## src/sv/mpq_pkg.sv

```systemverilog
`timescale 1ns / 1ps
`default_nettype none
// ----------------------------------------------------------------------------
// Multilevel priority task queue package
// Shared types, field widths and parameter defaults for the queue block.
// ----------------------------------------------------------------------------
package mpq_pkg;

  // Parameter defaults
  localparam int unsigned LEVELS_DEF      = 4;
  localparam int unsigned LEVEL_DEPTH_DEF = 64;
  localparam int unsigned HANDLE_BITS_DEF = 16;

  // Fixed field widths of the channel words
  localparam int unsigned ACTION_W = 2;
  localparam int unsigned HANDLE_W = 16;
  localparam int unsigned LEVEL_W  = 3;
  localparam int unsigned STATUS_W = 2;
  localparam int unsigned COUNT_W  = 9;

  // Action codes
  typedef enum logic [ACTION_W-1:0] {
    ACT_PUSH   = 2'd0,
    ACT_POP    = 2'd1,
    ACT_REMOVE = 2'd2
  } action_e;

  // Result status codes
  typedef enum logic [STATUS_W-1:0] {
    ST_OK    = 2'd0,
    ST_EMPTY = 2'd1,
    ST_FULL  = 2'd2
  } status_e;

  // Sequencer states
  typedef enum logic [2:0] {
    S_IDLE,
    S_EXEC,
    S_POP_RD,
    S_RM_SCAN,
    S_RM_CHECK,
    S_DONE
  } state_e;

  // Input word
  typedef struct packed {
    logic [ACTION_W-1:0] action;
    logic [HANDLE_W-1:0] handle;
    logic [LEVEL_W-1:0]  level;
  } in_word_t;

  // Output word
  typedef struct packed {
    logic [HANDLE_W-1:0] popped_handle;
    logic [STATUS_W-1:0] status;
    logic [COUNT_W-1:0]  total_count;
  } out_word_t;

endpackage
`default_nettype wire

```

## src/sv/mpq_store.sv

```systemverilog
`timescale 1ns / 1ps
`default_nettype none
// ----------------------------------------------------------------------------
// Entry store
// Single-port handle memory, one access per cycle, registered read data.
// ----------------------------------------------------------------------------
module mpq_store #(
  parameter int unsigned DEPTH = 256,
  parameter int unsigned AW    = 8,
  parameter int unsigned DW    = 16
) (
  input  wire logic          clk_i,
  input  wire logic          we_i,
  input  wire logic [AW-1:0] addr_i,
  input  wire logic [DW-1:0] wdata_i,
  output logic      [DW-1:0] rdata_o
);

  logic [DW-1:0] mem [DEPTH];
  logic [DW-1:0] rdata_q;

  // Write, and read the addressed entry into the output register
  always_ff @(posedge clk_i) begin
    if (we_i) begin
      mem[addr_i] <= wdata_i;
    end
    rdata_q <= mem[addr_i];
  end

  assign rdata_o = rdata_q;

endmodule
`default_nettype wire

```

## src/sv/mpq_ctrl.sv

```systemverilog
`timescale 1ns / 1ps
`default_nettype none
// ----------------------------------------------------------------------------
// Queue sequencer
// Holds per-level head and fill, drives the entry store through one shared
// slot adder, and walks the levels to compact them on a remove.
// ----------------------------------------------------------------------------
module mpq_ctrl #(
  parameter int unsigned LEVELS      = 4,
  parameter int unsigned LEVEL_DEPTH = 64,
  parameter int unsigned HANDLE_BITS = 16,
  parameter int unsigned LVW         = 2,
  parameter int unsigned PW          = 6
) (
  input  wire logic                   clk_i,
  input  wire logic                   rst_ni,
  // input word
  input  wire logic                   in_valid_i,
  output logic                        in_stall_o,
  input  wire mpq_pkg::in_word_t      in_word_i,
  // result handoff
  output logic                        res_valid_o,
  input  wire logic                   res_take_i,
  output mpq_pkg::out_word_t          res_word_o,
  // entry store
  output logic                        mem_we_o,
  output logic [LVW+PW-1:0]           mem_addr_o,
  output logic [HANDLE_BITS-1:0]      mem_wdata_o,
  input  wire logic [HANDLE_BITS-1:0] mem_rdata_i
);

  import mpq_pkg::*;

  localparam int unsigned FW = $clog2(LEVEL_DEPTH + 1);
  localparam int unsigned TW = $clog2(LEVELS * LEVEL_DEPTH + 1);
  localparam logic [FW-1:0] DEPTH_F = FW'(LEVEL_DEPTH);
  localparam logic [PW:0] DEPTH_S = (PW+1)'(LEVEL_DEPTH);
  localparam logic [LEVEL_W-1:0] LAST_LEVEL = LEVEL_W'(LEVELS - 1);
  localparam logic [LVW-1:0] LAST_LV = LVW'(LEVELS - 1);

  state_e                 state_q, state_d;
  logic [PW-1:0]          head_q [LEVELS];
  logic [PW-1:0]          head_d [LEVELS];
  logic [FW-1:0]          fill_q [LEVELS];
  logic [FW-1:0]          fill_d [LEVELS];
  logic [TW-1:0]          total_q, total_d;
  logic [ACTION_W-1:0]    act_q, act_d;
  logic [HANDLE_BITS-1:0] hdl_q, hdl_d;
  logic [LVW-1:0]         lv_q, lv_d;
  logic [FW-1:0]          rcnt_q, rcnt_d;
  logic [FW-1:0]          wcnt_q, wcnt_d;
  logic [TW-1:0]          sum_q, sum_d;
  out_word_t              res_q, res_d;

  // shared slot adder: (base + off) mod LEVEL_DEPTH
  logic [PW-1:0]  slot_base;
  logic [FW-1:0]  slot_off;
  logic [PW:0]    slot_sum;
  logic [PW-1:0]  slot_res;
  logic [LVW-1:0] lv_sel;

  // input conversion and lowest non-empty level
  logic [HANDLE_BITS-1:0] hdl_in;
  logic [LVW-1:0]         lv_in;
  logic [LVW-1:0]         first_lv;
  logic                   any_held;
  logic [HANDLE_W-1:0]    rd_out;

  assign slot_sum = {1'b0, slot_base} + (PW+1)'(slot_off);
  assign slot_res = (slot_sum >= DEPTH_S) ? PW'(slot_sum - DEPTH_S) : PW'(slot_sum);

  // Handle zero-extend/truncate into storage width, clamp the push level
  always_comb begin
    hdl_in = '0;
    for (int i = 0; i < int'(HANDLE_BITS); i++) begin
      if (i < int'(HANDLE_W)) begin
        hdl_in[i] = in_word_i.handle[i];
      end
    end
    if (in_word_i.level > LAST_LEVEL) begin
      lv_in = LAST_LV;
    end else begin
      lv_in = LVW'(in_word_i.level);
    end
  end

  // Stored handle to output width
  always_comb begin
    rd_out = '0;
    for (int i = 0; i < int'(HANDLE_W); i++) begin
      if (i < int'(HANDLE_BITS)) begin
        rd_out[i] = mem_rdata_i[i];
      end
    end
  end

  // Priority pick of the most urgent level holding entries
  always_comb begin
    first_lv = '0;
    any_held = 1'b0;
    for (int i = int'(LEVELS) - 1; i >= 0; i--) begin
      if (fill_q[i] != '0) begin
        first_lv = LVW'(i);
        any_held = 1'b1;
      end
    end
  end

  // State and control registers
  always_ff @(posedge clk_i or negedge rst_ni) begin
    if (!rst_ni) begin
      state_q <= S_IDLE;
      total_q <= '0;
      for (int i = 0; i < int'(LEVELS); i++) begin
        head_q[i] <= '0;
        fill_q[i] <= '0;
      end
    end else begin
      state_q <= state_d;
      total_q <= total_d;
      for (int i = 0; i < int'(LEVELS); i++) begin
        head_q[i] <= head_d[i];
        fill_q[i] <= fill_d[i];
      end
    end
  end

  // Working registers, no reset
  always_ff @(posedge clk_i) begin
    act_q  <= act_d;
    hdl_q  <= hdl_d;
    lv_q   <= lv_d;
    rcnt_q <= rcnt_d;
    wcnt_q <= wcnt_d;
    sum_q  <= sum_d;
    res_q  <= res_d;
  end

  // Next state, store access and result
  always_comb begin
    logic          finish;
    logic [TW-1:0] new_total;
    logic [STATUS_W-1:0] st_code;
    logic [HANDLE_W-1:0] got;

    finish    = 1'b0;
    new_total = total_q;
    st_code   = ST_OK;
    got       = '0;

    state_d = state_q;
    total_d = total_q;
    for (int i = 0; i < int'(LEVELS); i++) begin
      head_d[i] = head_q[i];
      fill_d[i] = fill_q[i];
    end
    act_d  = act_q;
    hdl_d  = hdl_q;
    lv_d   = lv_q;
    rcnt_d = rcnt_q;
    wcnt_d = wcnt_q;
    sum_d  = sum_q;
    res_d  = res_q;

    in_stall_o  = 1'b1;
    res_valid_o = 1'b0;
    mem_we_o    = 1'b0;
    mem_wdata_o = hdl_q;
    lv_sel      = lv_q;
    slot_off    = '0;

    case (state_q)
      S_IDLE: begin
        in_stall_o = 1'b0;
        if (in_valid_i) begin
          act_d   = in_word_i.action;
          hdl_d   = hdl_in;
          lv_d    = lv_in;
          state_d = S_EXEC;
        end
      end

      S_EXEC: begin
        case (act_q)
          ACT_PUSH: begin
            slot_off = fill_q[lv_q];
            if (fill_q[lv_q] == DEPTH_F) begin
              st_code = ST_FULL;
            end else begin
              mem_we_o         = 1'b1;
              fill_d[lv_q]     = fill_q[lv_q] + 1'b1;
              new_total        = total_q + 1'b1;
              total_d          = new_total;
            end
            finish = 1'b1;
          end
          ACT_POP: begin
            lv_sel = first_lv;
            if (any_held) begin
              lv_d    = first_lv;
              state_d = S_POP_RD;
            end else begin
              st_code = ST_EMPTY;
              finish  = 1'b1;
            end
          end
          ACT_REMOVE: begin
            lv_d    = '0;
            rcnt_d  = '0;
            wcnt_d  = '0;
            sum_d   = '0;
            state_d = S_RM_SCAN;
          end
          default: begin
            finish = 1'b1;
          end
        endcase
      end

      // read data of the head entry is back; advance head
      S_POP_RD: begin
        slot_off     = FW'(1);
        got          = rd_out;
        head_d[lv_q] = slot_res;
        fill_d[lv_q] = fill_q[lv_q] - 1'b1;
        new_total    = total_q - 1'b1;
        total_d      = new_total;
        finish       = 1'b1;
      end

      // issue read of entry r, or close the level
      S_RM_SCAN: begin
        slot_off = rcnt_q;
        if (rcnt_q == fill_q[lv_q]) begin
          fill_d[lv_q] = wcnt_q;
          sum_d        = sum_q + TW'(wcnt_q);
          rcnt_d       = '0;
          wcnt_d       = '0;
          if (lv_q == LAST_LV) begin
            new_total = sum_q + TW'(wcnt_q);
            total_d   = new_total;
            finish    = 1'b1;
          end else begin
            lv_d = lv_q + 1'b1;
          end
        end else begin
          state_d = S_RM_CHECK;
        end
      end

      // keep entry r at position w unless it matches
      S_RM_CHECK: begin
        slot_off    = wcnt_q;
        mem_wdata_o = mem_rdata_i;
        if (mem_rdata_i != hdl_q) begin
          mem_we_o = 1'b1;
          wcnt_d   = wcnt_q + 1'b1;
        end
        rcnt_d  = rcnt_q + 1'b1;
        state_d = S_RM_SCAN;
      end

      S_DONE: begin
        res_valid_o = 1'b1;
        if (res_take_i) begin
          state_d = S_IDLE;
        end
      end

      default: begin
        state_d = S_IDLE;
      end
    endcase

    // capture the result word
    if (finish) begin
      res_d.popped_handle = got;
      res_d.status        = st_code;
      res_d.total_count   = '0;
      for (int i = 0; i < int'(COUNT_W); i++) begin
        if (i < int'(TW)) begin
          res_d.total_count[i] = new_total[i];
        end
      end
      state_d = S_DONE;
    end
  end

  assign slot_base  = head_q[lv_sel];
  assign mem_addr_o = {lv_sel, slot_res};
  assign res_word_o = res_q;

endmodule
`default_nettype wire

```

## src/sv/multilevel_priority_task_queue.sv

```systemverilog
`timescale 1ns / 1ps
`default_nettype none
// ----------------------------------------------------------------------------
// Multilevel priority task queue
// Per-level FIFOs of task handles with push, pop-most-urgent and remove-all.
// ----------------------------------------------------------------------------
// One word is worked at a time. A word is taken in the idle state, then a
// push or an unused action passes through the execute state, a pop through
// the execute state and a head read state (the entry store has a registered
// read), and a remove through a scan of each level that reads and rewrites
// each held entry through the single-port entry store and the shared slot
// adder. The result is then handed to an output register, and the next word
// is taken while a result waits on the output. A push into a full level is
// dropped with status full; a level above the last one goes to the last
// level.
module multilevel_priority_task_queue #(
  parameter int unsigned LEVELS      = mpq_pkg::LEVELS_DEF,
  parameter int unsigned LEVEL_DEPTH = mpq_pkg::LEVEL_DEPTH_DEF,
  parameter int unsigned HANDLE_BITS = mpq_pkg::HANDLE_BITS_DEF
) (
  input  wire logic               clk_i,
  input  wire logic               rst_ni,
  input  wire logic               in_valid_i,
  output logic                    in_stall_o,
  input  wire mpq_pkg::in_word_t  in_word_i,
  output logic                    out_valid_o,
  input  wire logic               out_stall_i,
  output mpq_pkg::out_word_t      out_word_o
);

  import mpq_pkg::*;

  localparam int unsigned LVW       = (LEVELS > 1) ? $clog2(LEVELS) : 1;
  localparam int unsigned PW        = $clog2(LEVEL_DEPTH);
  localparam int unsigned AW        = LVW + PW;
  localparam int unsigned MEM_DEPTH = LEVELS * (2 ** PW);

  logic                   res_valid;
  logic                   res_take;
  out_word_t              res_word;
  logic                   mem_we;
  logic [AW-1:0]          mem_addr;
  logic [HANDLE_BITS-1:0] mem_wdata;
  logic [HANDLE_BITS-1:0] mem_rdata;
  logic                   out_valid_q;
  out_word_t              out_q;

  mpq_ctrl #(
    .LEVELS      (LEVELS),
    .LEVEL_DEPTH (LEVEL_DEPTH),
    .HANDLE_BITS (HANDLE_BITS),
    .LVW         (LVW),
    .PW          (PW)
  ) u_ctrl (
    .clk_i       (clk_i),
    .rst_ni      (rst_ni),
    .in_valid_i  (in_valid_i),
    .in_stall_o  (in_stall_o),
    .in_word_i   (in_word_i),
    .res_valid_o (res_valid),
    .res_take_i  (res_take),
    .res_word_o  (res_word),
    .mem_we_o    (mem_we),
    .mem_addr_o  (mem_addr),
    .mem_wdata_o (mem_wdata),
    .mem_rdata_i (mem_rdata)
  );

  mpq_store #(
    .DEPTH (MEM_DEPTH),
    .AW    (AW),
    .DW    (HANDLE_BITS)
  ) u_store (
    .clk_i   (clk_i),
    .we_i    (mem_we),
    .addr_i  (mem_addr),
    .wdata_i (mem_wdata),
    .rdata_o (mem_rdata)
  );

  // Output register: load when empty or being drained
  assign res_take = res_valid && (!out_valid_q || !out_stall_i);

  always_ff @(posedge clk_i or negedge rst_ni) begin
    if (!rst_ni) begin
      out_valid_q <= 1'b0;
    end else if (res_take) begin
      out_valid_q <= 1'b1;
    end else if (!out_stall_i) begin
      out_valid_q <= 1'b0;
    end
  end

  always_ff @(posedge clk_i) begin
    if (res_take) begin
      out_q <= res_word;
    end
  end

  assign out_valid_o = out_valid_q;
  assign out_word_o  = out_q;

endmodule
`default_nettype wire
```

## config.mk

```make
export PLATFORM = sky130hd
export DESIGN_NAME = multilevel_priority_task_queue
export DESIGN_NICKNAME = d
export VERILOG_FILES = /design/src/sv/mpq_pkg.sv /design/src/sv/mpq_store.sv /design/src/sv/mpq_ctrl.sv /design/src/sv/multilevel_priority_task_queue.sv
export SDC_FILE = /design/constraint.sdc
export NUM_CORES = 2
export LEC_CHECK = 0
export CORE_AREA = 4 4 561 563
export DETAILED_ROUTE_END_ITERATION = 16
export DIE_AREA = 0 0 565 567
export DONT_BUFFER_PORTS = 1
export GPL_ROUTABILITY_DRIVEN = 1
export PLACE_DENSITY_LB_ADDON = 0.1
export SLEW_MARGIN = 25
export SYNTH_ARGS = -nofsm -noshare
export SYNTH_HDL_FRONTEND = slang
export SYNTH_SLANG_ARGS = --single-unit
export TNS_END_PERCENT = 20
```

## constraint.sdc

```tcl
create_clock -name clk_i -period 8.45 [get_ports clk_i]
set_clock_uncertainty 0.2 [all_clocks]
set_input_delay 0 -clock clk_i [delete_from_list [all_inputs] [get_ports clk_i]]
set_output_delay 0 -clock clk_i [all_outputs]
set_load 0.01 [all_outputs]
```

==> results.ini <==
[final_layout]
seqCellArea_mm2 = 0.128
fillers = 21800
area_growth_pct = 14.0
multi_input_area_mm2 = 0.0372
final_layout_size_suffix_gt1_share_pct = 24.8
final_util_pct = 61.5
final_cell_count_no_fill = 13500
layout.nets = 9009

[placement]
portBuffers = 0
place.gp.congestion = 0.894
dpl.cell_count = 12600
post-dp-hpwl_um = 281000
place_ws_ps = 934

[clock_network]
cts_tree = done
cts.path.max_buffers = 4
clock-sinks = 4274
h-tree-depth = 5
clk_latency_ps = 990
cts_root_buffer = clkbuf_16
cts_resized = 0
cts.clk_slew.worst_paths_ps = 60
cts_buffers = 434

[global_routing]
gr-usage-met2_pct = 44.7
grt_busiest_layer = met2
grt_use_total_pct = 28.9
grt_pass1_wl_um = 660000
antenna_found_initial = 20
grt-ovfl-total = 0
met3_usage_pct = 6.34
grt_pass1_vias = 86600
grt_use_met1_pct = 41.6
grt_max_degree = 177

[die]
design.die.area_mm2 = 0.320
die_x_um = 565
start_util_pct = 54.0
design.core.area_mm2 = 0.309
rows = 204
io_pins = 54
die_h_um = 567

[yosys]
seq_area_frac_synth_pct = 76.7
synth_warnings = 0
ys_ff_latch = 4274
synth_flop_cell = edfxtp_1
synth_top_area_share_pct = 75.6
syn_avg_cell_area_um2 = 19.8
synth_edf_count = 4193
synth_top_area_cell = edfxtp_1
syn_nets = 8485
netlist_top_cells_area = edfxtp_1 (76%), mux4_2 (14%), nand2_1 (2.5%)
async_flop_share_pct = 1.52
synthCells = 8436
ys_types = 73
synth.cell_area_mm2 = 0.167

[sta]
period_share_pct = 91.3
slew_headroom_pct = 13.8
timing.fmax_mhz = 130
finalSetupTns_ps = 0
setup_viol = 0
finalCriticalPeriod_ps = 7710
hold_viol_final = 0
rsz0062_at_grt = false
max_slew.worst_pin.slew_ps = 1290
setup_ws_ps = 737
slew_viol_final = 0

[route]
detail_route.drc_violations = 0
vias_per_cell = 6.49
wire_per_inst_um = 34.6
via_count = 87400
detail-route-antenna-nets = 0
drt_pass1_iterations = 6
drt_iter0_drc = 12300
drt-total-wl_um = 465000

[flow_run]
cap_violations = 0

[hold_path]
hold_class = input port to async pin

[worst_setup_path]
startpoint_type = flip-flop
worstSetupPathType = flip-flop to flip-flop
path_buf_inv = 4
critPathMostFrequentCell = buf_4
critPathSlowestCell = a21oi_1
r2r_setup_slack_ps = 740
cp-end-kind = flip-flop
critPathArrivalTime_ps = 8290
crit_fanout = 34
crit_path_max_incr_delay_ps = 930
r2r-start = u_ctrl.state_q[2]$_DFFE_PN0P_
reg2reg_to = u_store.rdata_o[5]$_DFF_P_
critPathRequiredTime_ps = 9030
cp_top_family = simple AND/OR/NAND/NOR gates
reg2reg_depth = 20
critical_path.cell_chain = nor3b_2 -> nand2_1 -> nand2_1 -> and2_2 -> buf_4 -> nand2_1 -> and3_1 -> a31oi_1 -> ha_1 -> a211oi_1 -> o21bai_1 -> a21oi_1 -> xnor3_1 -> buf_4 -> nand3_1 -> buf_4 -> a211oi_1 -> buf_4 -> nor4_1 -> nand3_1

[outcome]
status = finished clean

[sequential cells by signal (all words and copies together) (netlist names), 9 cells and up]
register,cells
out_word_o,27
u_ctrl.fill_q,28
u_ctrl.hdl_q,16
u_ctrl.head_q,24
u_ctrl.res_word_o,27
u_ctrl.sum_q,9
u_ctrl.total_q,9
u_store.mem,4096
u_store.rdata_o,16
[final cells by class]
class | count | area share, %
flip-flops and latches | 4274 | 67.3
inverters | 19 | 0.0376
multi-input cells | 3637 | 19.6
clock buffers | 523 | 5.99
repair buffers | 594 | 2.91
diodes | 12 | 0.0158
well taps | 4120 | 2.71
clock inverters | 278 | 1.43
[synth_stat cells (6+ instances only)]
cell type  number
edfxtp_1     4193
nand2_1      1102
mux4_2       1040
nor2_1        381
clkbuf_1      301
nand3_1       196
a21oi_1       140
and3_1        138
buf_2         108
buf_1          90
a31oi_1        78
a311oi_1       77
dfrtp_1        65
o21ai_0        44
mux2_2         37
xor2_1         37
mux2i_1        36
a211oi_1       27
o22ai_1        27
nor3_1         24
xnor2_1        24
ha_1           22
nand4_1        21
and2_1         20
inv_1          19
dfxtp_1        16
nor4_1         16
nand3b_1       14
or3_1          14
a211o_1         8
nand2b_1        8
a2111oi_0       7
a21o_1          7
nor2b_1         7
o211ai_1        7
o32ai_1         7
buf_4           6
o2111ai_1       6
[repair_timing]
item | CTS | global route
setup endpoints to repair | 0 | 0
hold buffers | 70 | 0
endpoints found under the hold margin | 135 | 0
buffers inserted | 0 | 0
[metrics by stage]
stage	hold slack [ps]	instance area, µm²
after detailed placement	-487	175000
after CTS	8.11	190000
after floorplan	-496	167000
final	77.4	190000
after global placement	-487	175000
after global routing	82.1	190000
[cell usage in the layout, fill, tap and decap left out, types with 24 or more instances in the layout]
master	n
nand2_1	1086
mux2i_1	36
and3_1	138
buf_12	65
mux4_2	1040
dfrtp_1	65
a31oi_1	76
dlygate4sd3_1	68
o22ai_1	27
clkinv_2	92
buf_4	454
nand3_1	184
nor3_1	24
clkbuf_16	439
clkbuf_1	77
a311oi_1	73
nor2_2	24
o21ai_0	43
bufinv_16	44
nor2_1	356
mux2_2	37
edfxtp_1	4193
a21oi_1	138
xor2_1	33
clkinv_1	108
[worst max-delay path by stage]
stage / slack, ps / start / to / cells after the start
final: 740 / u_ctrl.state_q[2]$_DFFE_PN0P_ / u_store.rdata_o[5]$_DFF_P_ / 20
after global routing: 510 / u_ctrl.state_q[2]$_DFFE_PN0P_ / u_store.rdata_o[5]$_DFF_P_ / 20
after CTS: 960 / u_ctrl.state_q[2]$_DFFE_PN0P_ / u_store.rdata_o[5]$_DFF_P_ / 20
after detailed placement: 930 / u_ctrl.state_q[2]$_DFFE_PN0P_ / u_store.rdata_o[5]$_DFF_P_ / 20
after global placement: 610 / u_ctrl.state_q[2]$_DFFE_PN0P_ / u_store.rdata_o[14]$_DFF_P_ / 18
after floorplan: 1400 / u_ctrl.fill_q[12]$_DFFE_PN0P_ / u_store.mem[102][0]$_DFFE_PP_ / 22
[cells by family after synthesis]
logic type	count (synthesis)	share of synthesized area (%)
AO/OA/AOI/OAI	478	1.92
XOR/XNOR	65	0.378
adder cells (fa/ha/maj)	24	0.189
buffers and inverters	525	1.28
flip-flops	4274	76.7
multiplexers	1113	14.5
AND/OR/NAND/NOR	1957	4.99
[layer usage]
layer	up-vias	wire, µm
met3	761	47200
met5	-	94
met4	16	18100
li1	35300	-
met1	46600	179000
met2	4729	220000
[worst reg2reg max path, delay by kind of cell (launching register included)]
family,cells,cell delay (ps)
DFF,1,580
AOI/OAI and AO/OA,5,1700
and+or+nand+nor,9,3220
adders and majority gates,1,300
buffers and inverters,4,1180
xor gates and xnor gates,1,350
Power is left out: the tool's default activity adds up to more than one toggle a clock period on the data nets, which glitch-free logic cannot reach.
